## config.mk

```make
export PLATFORM = sky130hd
export DESIGN_NAME = nns_fifo
export DESIGN_NICKNAME = d
export VERILOG_FILES = /design/src/nns_pkg.sv /design/src/nns_fifo.sv
export SDC_FILE = /design/constraint.sdc
export NUM_CORES = 1
export LEC_CHECK = 0
export ABC_AREA = 1
export BUFFER_PORTS_ARGS = -buffer_cell sky130_fd_sc_hd__buf_2
export CORE_MARGIN = 2
export CORE_UTILIZATION = 40
export CTS_CLUSTER_DIAMETER = 150
export DETAILED_ROUTE_END_ITERATION = 7
export SYNTH_ARGS = -nofsm -noshare
export SYNTH_HDL_FRONTEND = slang
export SYNTH_SLANG_ARGS = --single-unit
```

## constraint.sdc

```tcl
create_clock -name clk -period 3.9 [get_ports clk]
set_input_delay 0.195 -clock clk [delete_from_list [all_inputs] [get_ports clk]]
set_output_delay 0.195 -clock clk [all_outputs]
set_load 0.02 [all_outputs]
```

## src/nns_pkg.sv

```systemverilog
// Shared constants, types and codes of the nearest-neighbor scaler.
`timescale 1ns / 1ps
package nns_pkg;
  localparam int POS_W      = 12;
  localparam int SRC_W      = 9;
  localparam int DST_W      = 13;
  localparam int PIX_W      = 32;
  localparam int ST_W       = 2;
  localparam int AH_W       = 8;
  localparam int ADDR_W     = 2 * AH_W;
  localparam int MAX_SRC    = 256;
  localparam int MAX_DST    = 4096;
  localparam int Q_W        = 9;
  localparam int NUM_W      = 22;
  localparam int PROD_W     = POS_W + SRC_W;
  localparam int FIFO_DEPTH = 16;
  localparam int FIFO_AW    = 4;
  localparam int CNT_W      = 5;
  localparam int PADDR_W    = 4;

  localparam logic FN_WRITE = 1'b0;
  localparam logic FN_READ  = 1'b1;

  localparam logic [ST_W-1:0] ST_OK    = 2'd0;
  localparam logic [ST_W-1:0] ST_EMPTY = 2'd1;
  localparam logic [ST_W-1:0] ST_RANGE = 2'd2;

  localparam logic [PADDR_W-1:0] ADR_SRC_ROWS = 4'd0;
  localparam logic [PADDR_W-1:0] ADR_SRC_COLS = 4'd4;
  localparam logic [PADDR_W-1:0] ADR_DST_ROWS = 4'd8;
  localparam logic [PADDR_W-1:0] ADR_DST_COLS = 4'd12;

  // Effective (clamped) image sizes
  typedef struct packed {
    logic [SRC_W-1:0] sr;
    logic [SRC_W-1:0] sc;
    logic [DST_W-1:0] dr;
    logic [DST_W-1:0] dc;
  } cfg_t;

  // One classified operation between front and back
  typedef struct packed {
    logic             is_read;
    logic             wr_ok;
    logic [ST_W-1:0]  status;
    logic [AH_W-1:0]  row;
    logic [AH_W-1:0]  col;
    logic [PIX_W-1:0] pix;
  } op_t;
endpackage

```

## src/nns_fifo.sv

```systemverilog
// Short show-ahead queue of classified operations.
`timescale 1ns / 1ps
module nns_fifo import nns_pkg::*; (
  input  logic             clk,
  input  logic             rst_n,
  input  logic             push,
  input  op_t              push_op,
  input  logic             pop,
  output op_t              head,
  output logic             nonempty,
  output logic [CNT_W-1:0] cnt
);
  op_t                mem_r [FIFO_DEPTH];
  logic [FIFO_AW-1:0] wptr_r, rptr_r;
  logic [CNT_W-1:0]   cnt_r;

  always_ff @(posedge clk) begin
    if (push) begin
      mem_r[wptr_r] <= push_op;
    end
  end

  always_ff @(posedge clk) begin
    if (!rst_n) begin
      wptr_r <= '0;
      rptr_r <= '0;
      cnt_r  <= '0;
    end else begin
      if (push) begin
        wptr_r <= wptr_r + FIFO_AW'(1);
      end
      if (pop) begin
        rptr_r <= rptr_r + FIFO_AW'(1);
      end
      if (push && !pop) begin
        cnt_r <= cnt_r + CNT_W'(1);
      end else if (!push && pop) begin
        cnt_r <= cnt_r - CNT_W'(1);
      end
    end
  end

  assign head     = mem_r[rptr_r];
  assign nonempty = (cnt_r != '0);
  assign cnt      = cnt_r;
endmodule

```

==> metrics.txt <==
worst hold path type input pin to flop; Top Ports 114; RSZ-0062 raised after global routing no; DRC viols 0; Fillers 8234; Peak Freq 311 MHz; # nets final 3669; global route overflow 0; vias per cell between 4 and 5; Finished Layout Cells 4856; CP max FO ~160; postcts setup bufs 0; Clk Latency, worst-skew pair between 0.6 and 0.7 ns; starting DRC count in detailed routing between 1500 and 2000; Setup violations, final 0; Num CTS Buffers 92; power after layout 20200 uW; Crit Path Category flop to output pin; design area 41700 um^2; CP Launch Type flop; skew final between 0.02 and 0.025 ns; Syn Nets 3533; Avg Inst Size Synth 10.5 um^2; CTS root buffer clkbuf_16; Worst Tran Pin Value ~1.1 ns; DR pass1 iterations 5; clk slew on worst S/H paths 0.06 ns; Crit. End Element output pin; Slew Limit Fails 0; Critical Path RT 3.70 ns; Pleak 0.0176 uW; Final Hold Viols 0; hpwl dp 44000 um; buffers added on ports roughly 110; cell area after synthesis 36200 um^2; Post-Syn Instances 3467; Tmin final 3.21 ns; CORE AREA 89900 um^2; setup TNS 0 ns; Area Overhead vs Synth 15.1%; Worst slew margin 0.274; Die W roughly 310 um; via count ~24000; GRT Total Usage 0.196; initial core utilization 0.403; DP Area around 38000 um^2; routability-driven placement congestion ratio 0.723; layout cells sized above 1 0.0834; clock buffer depth 3; Antenna Nets Post-Route 0; fin crit share 0.824; largest area contributor in the netlist edfxtp_1; antenna diode count 0; first-pass GRT wire length approximately 140000 um; Yosys cell types 21; largest cells by area after synthesis edfxtp_1 69%, nand2_1 11%, nand3_1 8.7%, inv_1 6.6%, buf_2 1.4%; CTS tree done; Die Height 305 um; status finished clean; per-cell routed wire length 18.8 um; CP arrival 3.02 ns; initial antenna violation count 4; Yosys warnings 0; die area 93000 um^2; # resized after CTS 0; Peak VDD IR 0.325 mV; hold_ws about 0.37 ns; placed insts about 4600; clk sinks between 800 and 900; synthesis-stage register bit count 849; H-tree depth 3; WL final 91100 um; Seq/Total Area, Yosys 0.699; largest net degree at the start of global routing 160; num rows 110; area fraction of the dominant cell type after synthesis 0.689; vias in the first global route roughly 23000; Max Cap Violations 0; pwr dens 485 nW/um^2
==> logic make-up after synthesis <==
group / count (synthesis) / synth area share
simple gates: 1768 / 0.205
compound gates: 21 / 0.00297
buf+inv: 816 / 0.0890
flops: 849 / 0.699
xor+xnor: 3 / 0.000725
fa+ha+maj: 10 / 0.00366
==> cell usage after synthesis <==
library cell	instances
buf_2	101
nor3_1	1
buf_4	10
nor2_1	25
dfxtp_1	17
ha_1	9
o21ai_0	8
fa_1	1
xor2_1	3
nand3_1	629
inv_1	640
o21a_1	1
or2_2	1
nand2_1	1110
a21oi_1	12
clkinv_1	1
edfxtp_1	832
inv_2	3
buf_1	28
clkbuf_1	33
nand4_1	2
==> worst paths after layout <==
kind / end / slack [ns] / cells after the start / startpoint
min reg2reg: flop / 0.47 / 2 / rptr_r[2]$_SDFFE_PN0P_
max reg2reg: mem_r[14][49]$_DFFE_PP_ / 1.48 / 5 / wptr_r[0]$_SDFFE_PN0P_
max: head[25] / 0.69 / 7 / flop
min: flop / 0.37 / 3 / pop
==> cell type report <==
cell class	instances	area [um^2]	share of cell area
clock buffer	113	2400	0.0576
clock inverter	58	493	0.0118
inverter	644	2440	0.0584
multi-input combinational	1802	7820	0.187
sequential	849	25300	0.607
tap	1176	1470	0.0353
timing repair buffer	214	1760	0.0423
==> layer usage <==
| layer | share of wire | up-vias | global-route usage |
|---|---|---|---|
| li1 | - | 11500 | - |
| met1 | 0.45 | 11400 | 0.264 |
| met2 | 0.48 | 667 | 0.326 |
| met3 | 0.055 | 140 | 0.0286 |
| met4 | 0.023 | 8 | 0.0618 |
| met5 | 0.00058 | - | 0 |
==> sequential cells by signal, indices dropped and copies added, names as in the netlist, named ones only <==
signal,count
mem_r,832
cnt,5
rptr_r,4
wptr_r,4
==> layout by cell type, fill, tap and decap left out <==
master,n
inv_16,2
xor2_1,3
inv_1,640
buf_4,21
inv_8,2
bufinv_16,6
buf_2,113
dfxtp_1,13
clkbuf_1,20
nor2_1,9
dlygate4sd3_1,56
inv_6,3
clkinv_16,1
clkinv_1,27
nand2_1,1110
clkinvlp_4,2
nor2_4,16
or2_2,1
nor3_1,1
o21a_1,1
ha_1,9
clkinv_4,1
nand3_1,629
dfxtp_4,4
a21oi_1,12
inv_4,1
buf_12,24
nand4_1,2
clkinv_8,1
clkinv_2,16
fa_1,1
clkbuf_16,93
o21ai_0,8
edfxtp_1,832
==> per-stage QoR <==
stage	setup WS [ns]	utilization
floorplan	0.563	-
global placement	1.35	0.426
detailed placement	1.37	0.426
CTS	0.659	0.464
global route	0.481	0.464
finish	0.686	0.464
==> worst max-delay path: stages, from the launching register on <==
cell and delay, ns:
dfxtp_4 0.72, buf_12 0.51, nand2_1 0.14, nand3_1 0.14, nand3_1 0.08, nand3_1 0.10, nand2_1 0.17, buf_2 0.20
==> timing repair <==
action | 4_1_cts | 5_1_grt
setup endpoints to repair | 0 | 0
hold endpoints to repair | 844 | 0
hold buffers | 56 | 0
==> power breakdown <==
| group | switching [uW] | total (uW) | leakage [uW] | internal (uW) |
|---|---|---|---|---|
| logic | 1160 | 1650 | 0.00852 | 485 |
| registers | 57.5 | 10200 | 0.00766 | 10100 |
| clock network | 3600 | 8390 | 0.00141 | 4800 |
| total | 4810 | 20200 | 0.0176 | 15400 |
No activity file was read; power rests on OpenSTA's default activity.
