$ cat src/nns_pkg.sv
// Shared constants, types and codes of the nearest-neighbor scaler.
`timescale 1ns / 1ps
package nns_pkg;
  localparam int POS_W      = 12;
  localparam int SRC_W      = 9;
  localparam int DST_W      = 13;
  localparam int PIX_W      = 32;
  localparam int ST_W       = 2;
  localparam int AH_W       = 8;
  localparam int ADDR_W     = 2 * AH_W;
  localparam int MAX_SRC    = 256;
  localparam int MAX_DST    = 4096;
  localparam int Q_W        = 9;
  localparam int NUM_W      = 22;
  localparam int PROD_W     = POS_W + SRC_W;
  localparam int FIFO_DEPTH = 16;
  localparam int FIFO_AW    = 4;
  localparam int CNT_W      = 5;
  localparam int PADDR_W    = 4;

  localparam logic FN_WRITE = 1'b0;
  localparam logic FN_READ  = 1'b1;

  localparam logic [ST_W-1:0] ST_OK    = 2'd0;
  localparam logic [ST_W-1:0] ST_EMPTY = 2'd1;
  localparam logic [ST_W-1:0] ST_RANGE = 2'd2;

  localparam logic [PADDR_W-1:0] ADR_SRC_ROWS = 4'd0;
  localparam logic [PADDR_W-1:0] ADR_SRC_COLS = 4'd4;
  localparam logic [PADDR_W-1:0] ADR_DST_ROWS = 4'd8;
  localparam logic [PADDR_W-1:0] ADR_DST_COLS = 4'd12;

  // Effective (clamped) image sizes
  typedef struct packed {
    logic [SRC_W-1:0] sr;
    logic [SRC_W-1:0] sc;
    logic [DST_W-1:0] dr;
    logic [DST_W-1:0] dc;
  } cfg_t;

  // One classified operation between front and back
  typedef struct packed {
    logic             is_read;
    logic             wr_ok;
    logic [ST_W-1:0]  status;
    logic [AH_W-1:0]  row;
    logic [AH_W-1:0]  col;
    logic [PIX_W-1:0] pix;
  } op_t;
endpackage

$ cat src/nns_if.sv
// Valid/ready channel interfaces for request and result words.
`timescale 1ns / 1ps
interface nns_in_if import nns_pkg::*; ();
  logic             valid;
  logic             ready;
  logic             func;
  logic [POS_W-1:0] pos_row;
  logic [POS_W-1:0] pos_col;
  logic [PIX_W-1:0] pixel_in;
  modport source(output valid, func, pos_row, pos_col, pixel_in, input ready);
  modport sink(input valid, func, pos_row, pos_col, pixel_in, output ready);
endinterface


$ cat src/nns_front.sv
// Front end: accepts words, classifies them and maps coordinates with pipelined dividers.
`timescale 1ns / 1ps
module nns_front import nns_pkg::*; (
  input  logic             clk,
  input  logic             rst_n,
  input  cfg_t             cfg,
  nns_in_if.sink           in_ch,
  input  logic [CNT_W-1:0] fifo_cnt,
  output logic             push,
  output op_t              push_op
);
  logic             v_r      [0:Q_W];
  op_t              op_r     [0:Q_W];
  logic [NUM_W-1:0] rrem_r   [0:Q_W];
  logic [NUM_W-1:0] crem_r   [0:Q_W];
  logic [Q_W-1:0]   rq_r     [0:Q_W];
  logic [Q_W-1:0]   cq_r     [0:Q_W];
  logic [NUM_W-1:0] rrem_nxt [1:Q_W];
  logic [NUM_W-1:0] crem_nxt [1:Q_W];
  logic [Q_W-1:0]   rq_nxt   [1:Q_W];
  logic [Q_W-1:0]   cq_nxt   [1:Q_W];
  logic [CNT_W-1:0] cnt_r, cnt_nxt;
  logic             acc;
  logic [PROD_W-1:0] rprod, cprod;
  op_t              cls;
  logic             empty_sz;
  logic [SRC_W-1:0] sr_m1, sc_m1;
  op_t              fin;

  // Credit check: pipeline plus queue never exceed the queue depth
  assign in_ch.ready = ({1'b0, cnt_r} + {1'b0, fifo_cnt}) < (CNT_W + 1)'(FIFO_DEPTH);
  assign acc = in_ch.valid & in_ch.ready;

  // Classify the incoming word
  assign empty_sz = (cfg.sr == '0) || (cfg.sc == '0) || (cfg.dr == '0) || (cfg.dc == '0);
  always_comb begin
    cls.is_read = (in_ch.func == FN_READ);
    cls.wr_ok   = (in_ch.pos_row < POS_W'(cfg.sr)) && (in_ch.pos_col < POS_W'(cfg.sc));
    if (empty_sz) begin
      cls.status = ST_EMPTY;
    end else if ((DST_W'(in_ch.pos_row) >= cfg.dr) ||
                 (DST_W'(in_ch.pos_col) >= cfg.dc)) begin
      cls.status = ST_RANGE;
    end else begin
      cls.status = ST_OK;
    end
    cls.row = in_ch.pos_row[AH_W-1:0];
    cls.col = in_ch.pos_col[AH_W-1:0];
    cls.pix = in_ch.pixel_in;
  end

  // Scaled position products
  assign rprod = PROD_W'(in_ch.pos_row) * PROD_W'(cfg.sr);
  assign cprod = PROD_W'(in_ch.pos_col) * PROD_W'(cfg.sc);

  // One quotient bit per stage, restoring division by 2*dest
  always_comb begin
    logic [NUM_W-1:0] rdiv;
    logic [NUM_W-1:0] cdiv;
    for (int s = 1; s <= Q_W; s++) begin
      rdiv = NUM_W'({cfg.dr, 1'b0}) << (Q_W - s);
      cdiv = NUM_W'({cfg.dc, 1'b0}) << (Q_W - s);
      if (rrem_r[s-1] >= rdiv) begin
        rrem_nxt[s] = rrem_r[s-1] - rdiv;
        rq_nxt[s]   = rq_r[s-1] | (Q_W'(1) << (Q_W - s));
      end else begin
        rrem_nxt[s] = rrem_r[s-1];
        rq_nxt[s]   = rq_r[s-1];
      end
      if (crem_r[s-1] >= cdiv) begin
        crem_nxt[s] = crem_r[s-1] - cdiv;
        cq_nxt[s]   = cq_r[s-1] | (Q_W'(1) << (Q_W - s));
      end else begin
        crem_nxt[s] = crem_r[s-1];
        cq_nxt[s]   = cq_r[s-1];
      end
    end
  end

  always_ff @(posedge clk) begin
    if (!rst_n) begin
      for (int s = 0; s <= Q_W; s++) begin
        v_r[s] <= 1'b0;
      end
    end else begin
      v_r[0] <= acc;
      for (int s = 1; s <= Q_W; s++) begin
        v_r[s] <= v_r[s-1];
      end
    end
  end

  always_ff @(posedge clk) begin
    op_r[0]   <= cls;
    rrem_r[0] <= NUM_W'({rprod, 1'b0}) + NUM_W'(cfg.dr);
    crem_r[0] <= NUM_W'({cprod, 1'b0}) + NUM_W'(cfg.dc);
    rq_r[0]   <= '0;
    cq_r[0]   <= '0;
    for (int s = 1; s <= Q_W; s++) begin
      op_r[s]   <= op_r[s-1];
      rrem_r[s] <= rrem_nxt[s];
      crem_r[s] <= crem_nxt[s];
      rq_r[s]   <= rq_nxt[s];
      cq_r[s]   <= cq_nxt[s];
    end
  end

  // Limit to the last source row/column and hand off
  assign sr_m1 = cfg.sr - SRC_W'(1);
  assign sc_m1 = cfg.sc - SRC_W'(1);
  always_comb begin
    fin = op_r[Q_W];
    if (fin.is_read) begin
      fin.row = (rq_r[Q_W] > sr_m1) ? sr_m1[AH_W-1:0] : rq_r[Q_W][AH_W-1:0];
      fin.col = (cq_r[Q_W] > sc_m1) ? sc_m1[AH_W-1:0] : cq_r[Q_W][AH_W-1:0];
    end
  end
  assign push    = v_r[Q_W];
  assign push_op = fin;

  // Words inside the divider pipeline
  always_comb begin
    cnt_nxt = cnt_r;
    if (acc && !push) begin
      cnt_nxt = cnt_r + CNT_W'(1);
    end else if (!acc && push) begin
      cnt_nxt = cnt_r - CNT_W'(1);
    end
  end
  always_ff @(posedge clk) begin
    if (!rst_n) begin
      cnt_r <= '0;
    end else begin
      cnt_r <= cnt_nxt;
    end
  end
endmodule

$ cat src/flat_wrapper.sv
// flat-port wrapper written by rule: the top's interface ports become plain ports
module nns_front_flat import nns_pkg::*;
  (clk, rst_n, cfg, fifo_cnt, push, push_op, in_ch_valid, in_ch_func, in_ch_pos_row, in_ch_pos_col, in_ch_pixel_in, in_ch_ready);
  nns_in_if in_ch_i ();
  input  logic clk;
  input  logic rst_n;
  input  cfg_t cfg;
  input  logic [CNT_W-1:0] fifo_cnt;
  output logic push;
  output op_t push_op;
  input wire logic [$bits(in_ch_i.valid)-1:0] in_ch_valid;
  input wire logic [$bits(in_ch_i.func)-1:0] in_ch_func;
  input wire logic [$bits(in_ch_i.pos_row)-1:0] in_ch_pos_row;
  input wire logic [$bits(in_ch_i.pos_col)-1:0] in_ch_pos_col;
  input wire logic [$bits(in_ch_i.pixel_in)-1:0] in_ch_pixel_in;
  output wire logic [$bits(in_ch_i.ready)-1:0] in_ch_ready;
  assign in_ch_i.valid = in_ch_valid;
  assign in_ch_i.func = in_ch_func;
  assign in_ch_i.pos_row = in_ch_pos_row;
  assign in_ch_i.pos_col = in_ch_pos_col;
  assign in_ch_i.pixel_in = in_ch_pixel_in;
  assign in_ch_ready = in_ch_i.ready;
  nns_front u_core (.clk(clk), .rst_n(rst_n), .cfg(cfg), .in_ch(in_ch_i), .fifo_cnt(fifo_cnt), .push(push), .push_op(push_op));
endmodule
$ cat config.mk
export PLATFORM = sky130hd
export DESIGN_NAME = nns_front_flat
export DESIGN_NICKNAME = d
export VERILOG_FILES = /design/src/nns_pkg.sv /design/src/nns_if.sv /design/src/nns_front.sv /design/src/flat_wrapper.sv
export SDC_FILE = /design/constraint.sdc
export NUM_CORES = 2
export LEC_CHECK = 0
export BUFFER_PORTS_ARGS = -buffer_cell sky130_fd_sc_hd__buf_2
export CAP_MARGIN = 0
export CORE_MARGIN = 4
export CORE_UTILIZATION = 60
export CTS_CLUSTER_DIAMETER = 30
export DETAILED_ROUTE_END_ITERATION = 6
export PLACE_DENSITY = 0.77
export SLEW_MARGIN = 20
export SYNTH_ARGS = -nofsm -noshare
export SYNTH_HDL_FRONTEND = slang
export SYNTH_SLANG_ARGS = --single-unit
$ cat constraint.sdc
create_clock -name clk -period 6.7 [get_ports clk]
set_input_delay 0.67 -clock clk [delete_from_list [all_inputs] [get_ports clk]]
set_output_delay 0.67 -clock clk [all_outputs]
set_load 0.005 [all_outputs]
==> impl_metrics.ini <==
[final_layout]
area_growth_pct = 16.4
multi_input_area_um2 = 22700
finalNonFillerCells = 5738
seq_area_um2 = 20400
drive_above_1_share_pct = 11.8
nFillCells = 5360
nets = 5329

[synth]
synthMuxAreaShare_pct = 1.54
ys.flop_type = dfxtp_1
synth_area_leaders = dfxtp_1, ha_1, fa_1
synth_warnings = 0
synth_area_leader_cell = dfxtp_1
synth_top_area_share_pct = 45.4
ys_seq_area_share_pct = 45.4
ys_ff_latch = 1021
syn_avg_cell_area_um2 = 10.2
async_reset_ff_share_pct = 0
synth_edf_count = 0
yosysUniqueCellTypes = 91
synth_cells = 4397
synthAdderAreaFrac_pct = 18.9
synth-simple-area-share_pct = 13.0
synth_nets = 5091
synth-xor-area-share_pct = 4.78
synth_top_family_by_area = adder cells
synth-compound-area-share_pct = 12.0
synth_area_um2 = 45000

[routing]
via_per_inst = 5.51
routed-via-count = 31631
ant_nets = 0
routed_wl_um = 97500
drt_first_pass_iters = 5
drt_iter0_markers = 1842
drc = 0
post_drt_wl_per_cell_um = 17.0

[power]
peakVddDrop_mv = 0.368
p_per_area_nw_per_um2 = 545
p_total_mw = 28.6
cellLeakagePower_nw = 24.0

[global_route]
grt_antenna_before_repair = 3
grt_start_max_net_pins = 34
grt_usage_pct = 24.6
grt_pass1_vias = 31851
grt_first_pass_wirelength_um = 158000
overflow = 0

[critical_path]
crit_end = u_core.crem_r[0][16]$_DFF_P_
cp-start-kind = input port
worst-setup-path-type = in -> reg
cp.required_ps = 7280
cp_max_fo = 12
timing.rr.start = u_core.cnt_r[1]$_SDFFE_PN0P_
reg2reg_to = u_core.cnt_r[4]$_SDFFE_PN0P_
crit_path_start = in_ch_pos_col[5]
cp-end-kind = flop
timing.reg2reg.setup_slack_ps = 3030
cp_data_arrival_time_ps = 6030
ff2ff_path_depth = 13

[sta]
setup_tns_ps = 0
slew_violations = 0
rsz0062_at_grt = no
hold_violations = 0
worstMarginPinSlew_ps = 955
fmax_mhz = 184
min_period_ps = 5450
finalSetupViolCount = 0
finalClockSkew_ps = 51.8
timing.slew.headroom_pct = 36.3
finalCritPeriodShare_pct = 81.3

[clocking]
cts.path.max_buffers = 3
cts_root_buf = clkbuf_16
cts_setup_buffers = 0
postCtsResizedCells = 0
h-tree-depth = 4
numClockSinks = 1021
insertion_delay_ps = 730
hold_buffers = 21
cts_tree = yes
cts_buffers = 157
clkSlewWorstSetupHoldPaths_ps = 50

[floorplanning]
die_x_um = 282
core_um2 = 74400
ios = 163
die_y_um = 282
rows = 100
design.die.area_um2 = 79500
initial_core_util_pct = 60.5

[placed_design]
io_buffers = 162
hpwl_um = 67800
dp.cells = 5424
place_congestion = 0.902

[hold_path]
min_path_type = in -> reg

[status]
status = completed

[flow_run]
maxCapViolations = 0
## registers in the layout (all words and copies together), names as in the netlist
| register | cells |
|---|---|
| u_core.cq_r | 45 |
| u_core.v_r | 10 |
| u_core.op_r | 520 |
| u_core.cnt_r | 5 |
| u_core.rq_r | 45 |
| u_core.crem_r | 198 |
| u_core.rrem_r | 198 |
## critical path, cell delays in order
cell and delay, ps:
buf_2 280, nand2_1 130, fa_1 550, inv_1 50, fa_1 470, ha_1 290
inv_1 40, fa_1 480, inv_1 60, ha_1 280, a21o_1 180, a21oi_1 270
nor2b_1 80, o21ai_0 160, nand2b_1 110, xor2_1 160, ha_1 360, and3_1 200
a21oi_1 100, o21ai_0 210, o311ai_0 630, nor2_1 110, xnor2_1 160
## cell usage after synthesis (28+ instances only)
cell type	n
dfxtp_1	1021
ha_1	424
inv_1	371
nand2_1	285
nor2_1	262
a21oi_1	237
o21ai_0	187
fa_1	161
xnor2_1	161
and2_1	122
a21o_1	100
xor2_1	82
nor3_1	81
clkbuf_1	72
nand3_1	70
nor2b_1	65
mux2_2	51
or3_1	46
o21a_1	45
nand4_1	39
nor4_1	38
buf_4	36
nand2b_1	33
a31oi_1	30
a21boi_0	28
## metrics by stage
stage	util, %	instance area [µm²]	hold WS [ps]	worst slack [ps]
final	70.4	52400	51.6	1250
after global routing	70.4	52400	12.3	958
after detailed placement	62.6	46600	312	682
after floorplan	-	45000	310	994
after global placement	62.6	46600	310	779
after CTS	70.4	52400	4.48	1420
## worst min-delay path by stage
stage / startpoint / end / cells after the start
after floorplan: u_core.cq_r[1][8]$_DFF_P_ / u_core.cq_r[2][8]$_DFF_P_ / 0
after global placement: u_core.op_r[8][12]$_DFF_P_ / u_core.op_r[9][12]$_DFF_P_ / 0
after detailed placement: u_core.cq_r[7][7]$_DFF_P_ / u_core.cq_r[8][7]$_DFF_P_ / 0
after CTS: in_ch_pixel_in[27] / u_core.op_r[0][27]$_DFF_P_ / 1
after global routing: in_ch_pixel_in[27] / u_core.op_r[0][27]$_DFF_P_ / 1
final: in_ch_func / u_core.op_r[0][51]$_DFF_P_ / 1
## power by group
| part | switching [mW] | leakage [nW] | total (mW) | internal, mW |
|---|---|---|---|---|
| Sequential | 0.899 | 8.59 | 8.65 | 7.75 |
| Combinational | 6.47 | 12.7 | 11.7 | 5.25 |
| Clock | 3.14 | 2.68 | 8.18 | 5.04 |
| Total | 10.5 | 24.0 | 28.6 | 18.0 |
## metal layers
layer  vias to the layer above  share of wire (%)  GRT usage (%)
li1                      15592                  -              -
met1                     14915                 42           30.0
met2                       879                 48           42.4
met3                       241                6.0           4.95
met4                         4                3.8           10.5
met5                         -              0.029              0
## layout make-up
class	instances	share of cell area [%]
inverter	375	2.69
sequential	1021	39.0
tap	969	2.31
multi-input combinational	2888	43.3
timing repair buffer	192	2.08
antenna	1	0.00478
clock buffer	190	8.20
clock inverter	102	2.44
## kinds of logic after synthesis
| group | Yosys count |
|---|---|
| flops | 1021 |
| mux | 63 |
| xor+xnor | 244 |
| fa+ha+maj | 585 |
| simple gates | 1158 |
| compound gates | 838 |
| buf+inv | 488 |
## placed cells by master (no fill, tap or decap), types with 28 or more instances in the layout
master        n
ha_1        424
a21oi_1     236
xnor2_1     161
o21ai_0     187
fa_1        161
nand2_1     285
nand2b_1     33
nand4_1      39
nor4_1       38
o21a_1       45
clkbuf_16   159
a21boi_0     28
nand3_1      70
inv_1       371
and2_1      122
nor2b_1      65
nor2_1      261
nor3_1       81
or3_1        46
xor2_1       82
dfxtp_1    1020
buf_2       162
a21o_1      100
mux2_2       51
a31oi_1      28
Note: power is estimated with default switching activity, not from simulation.
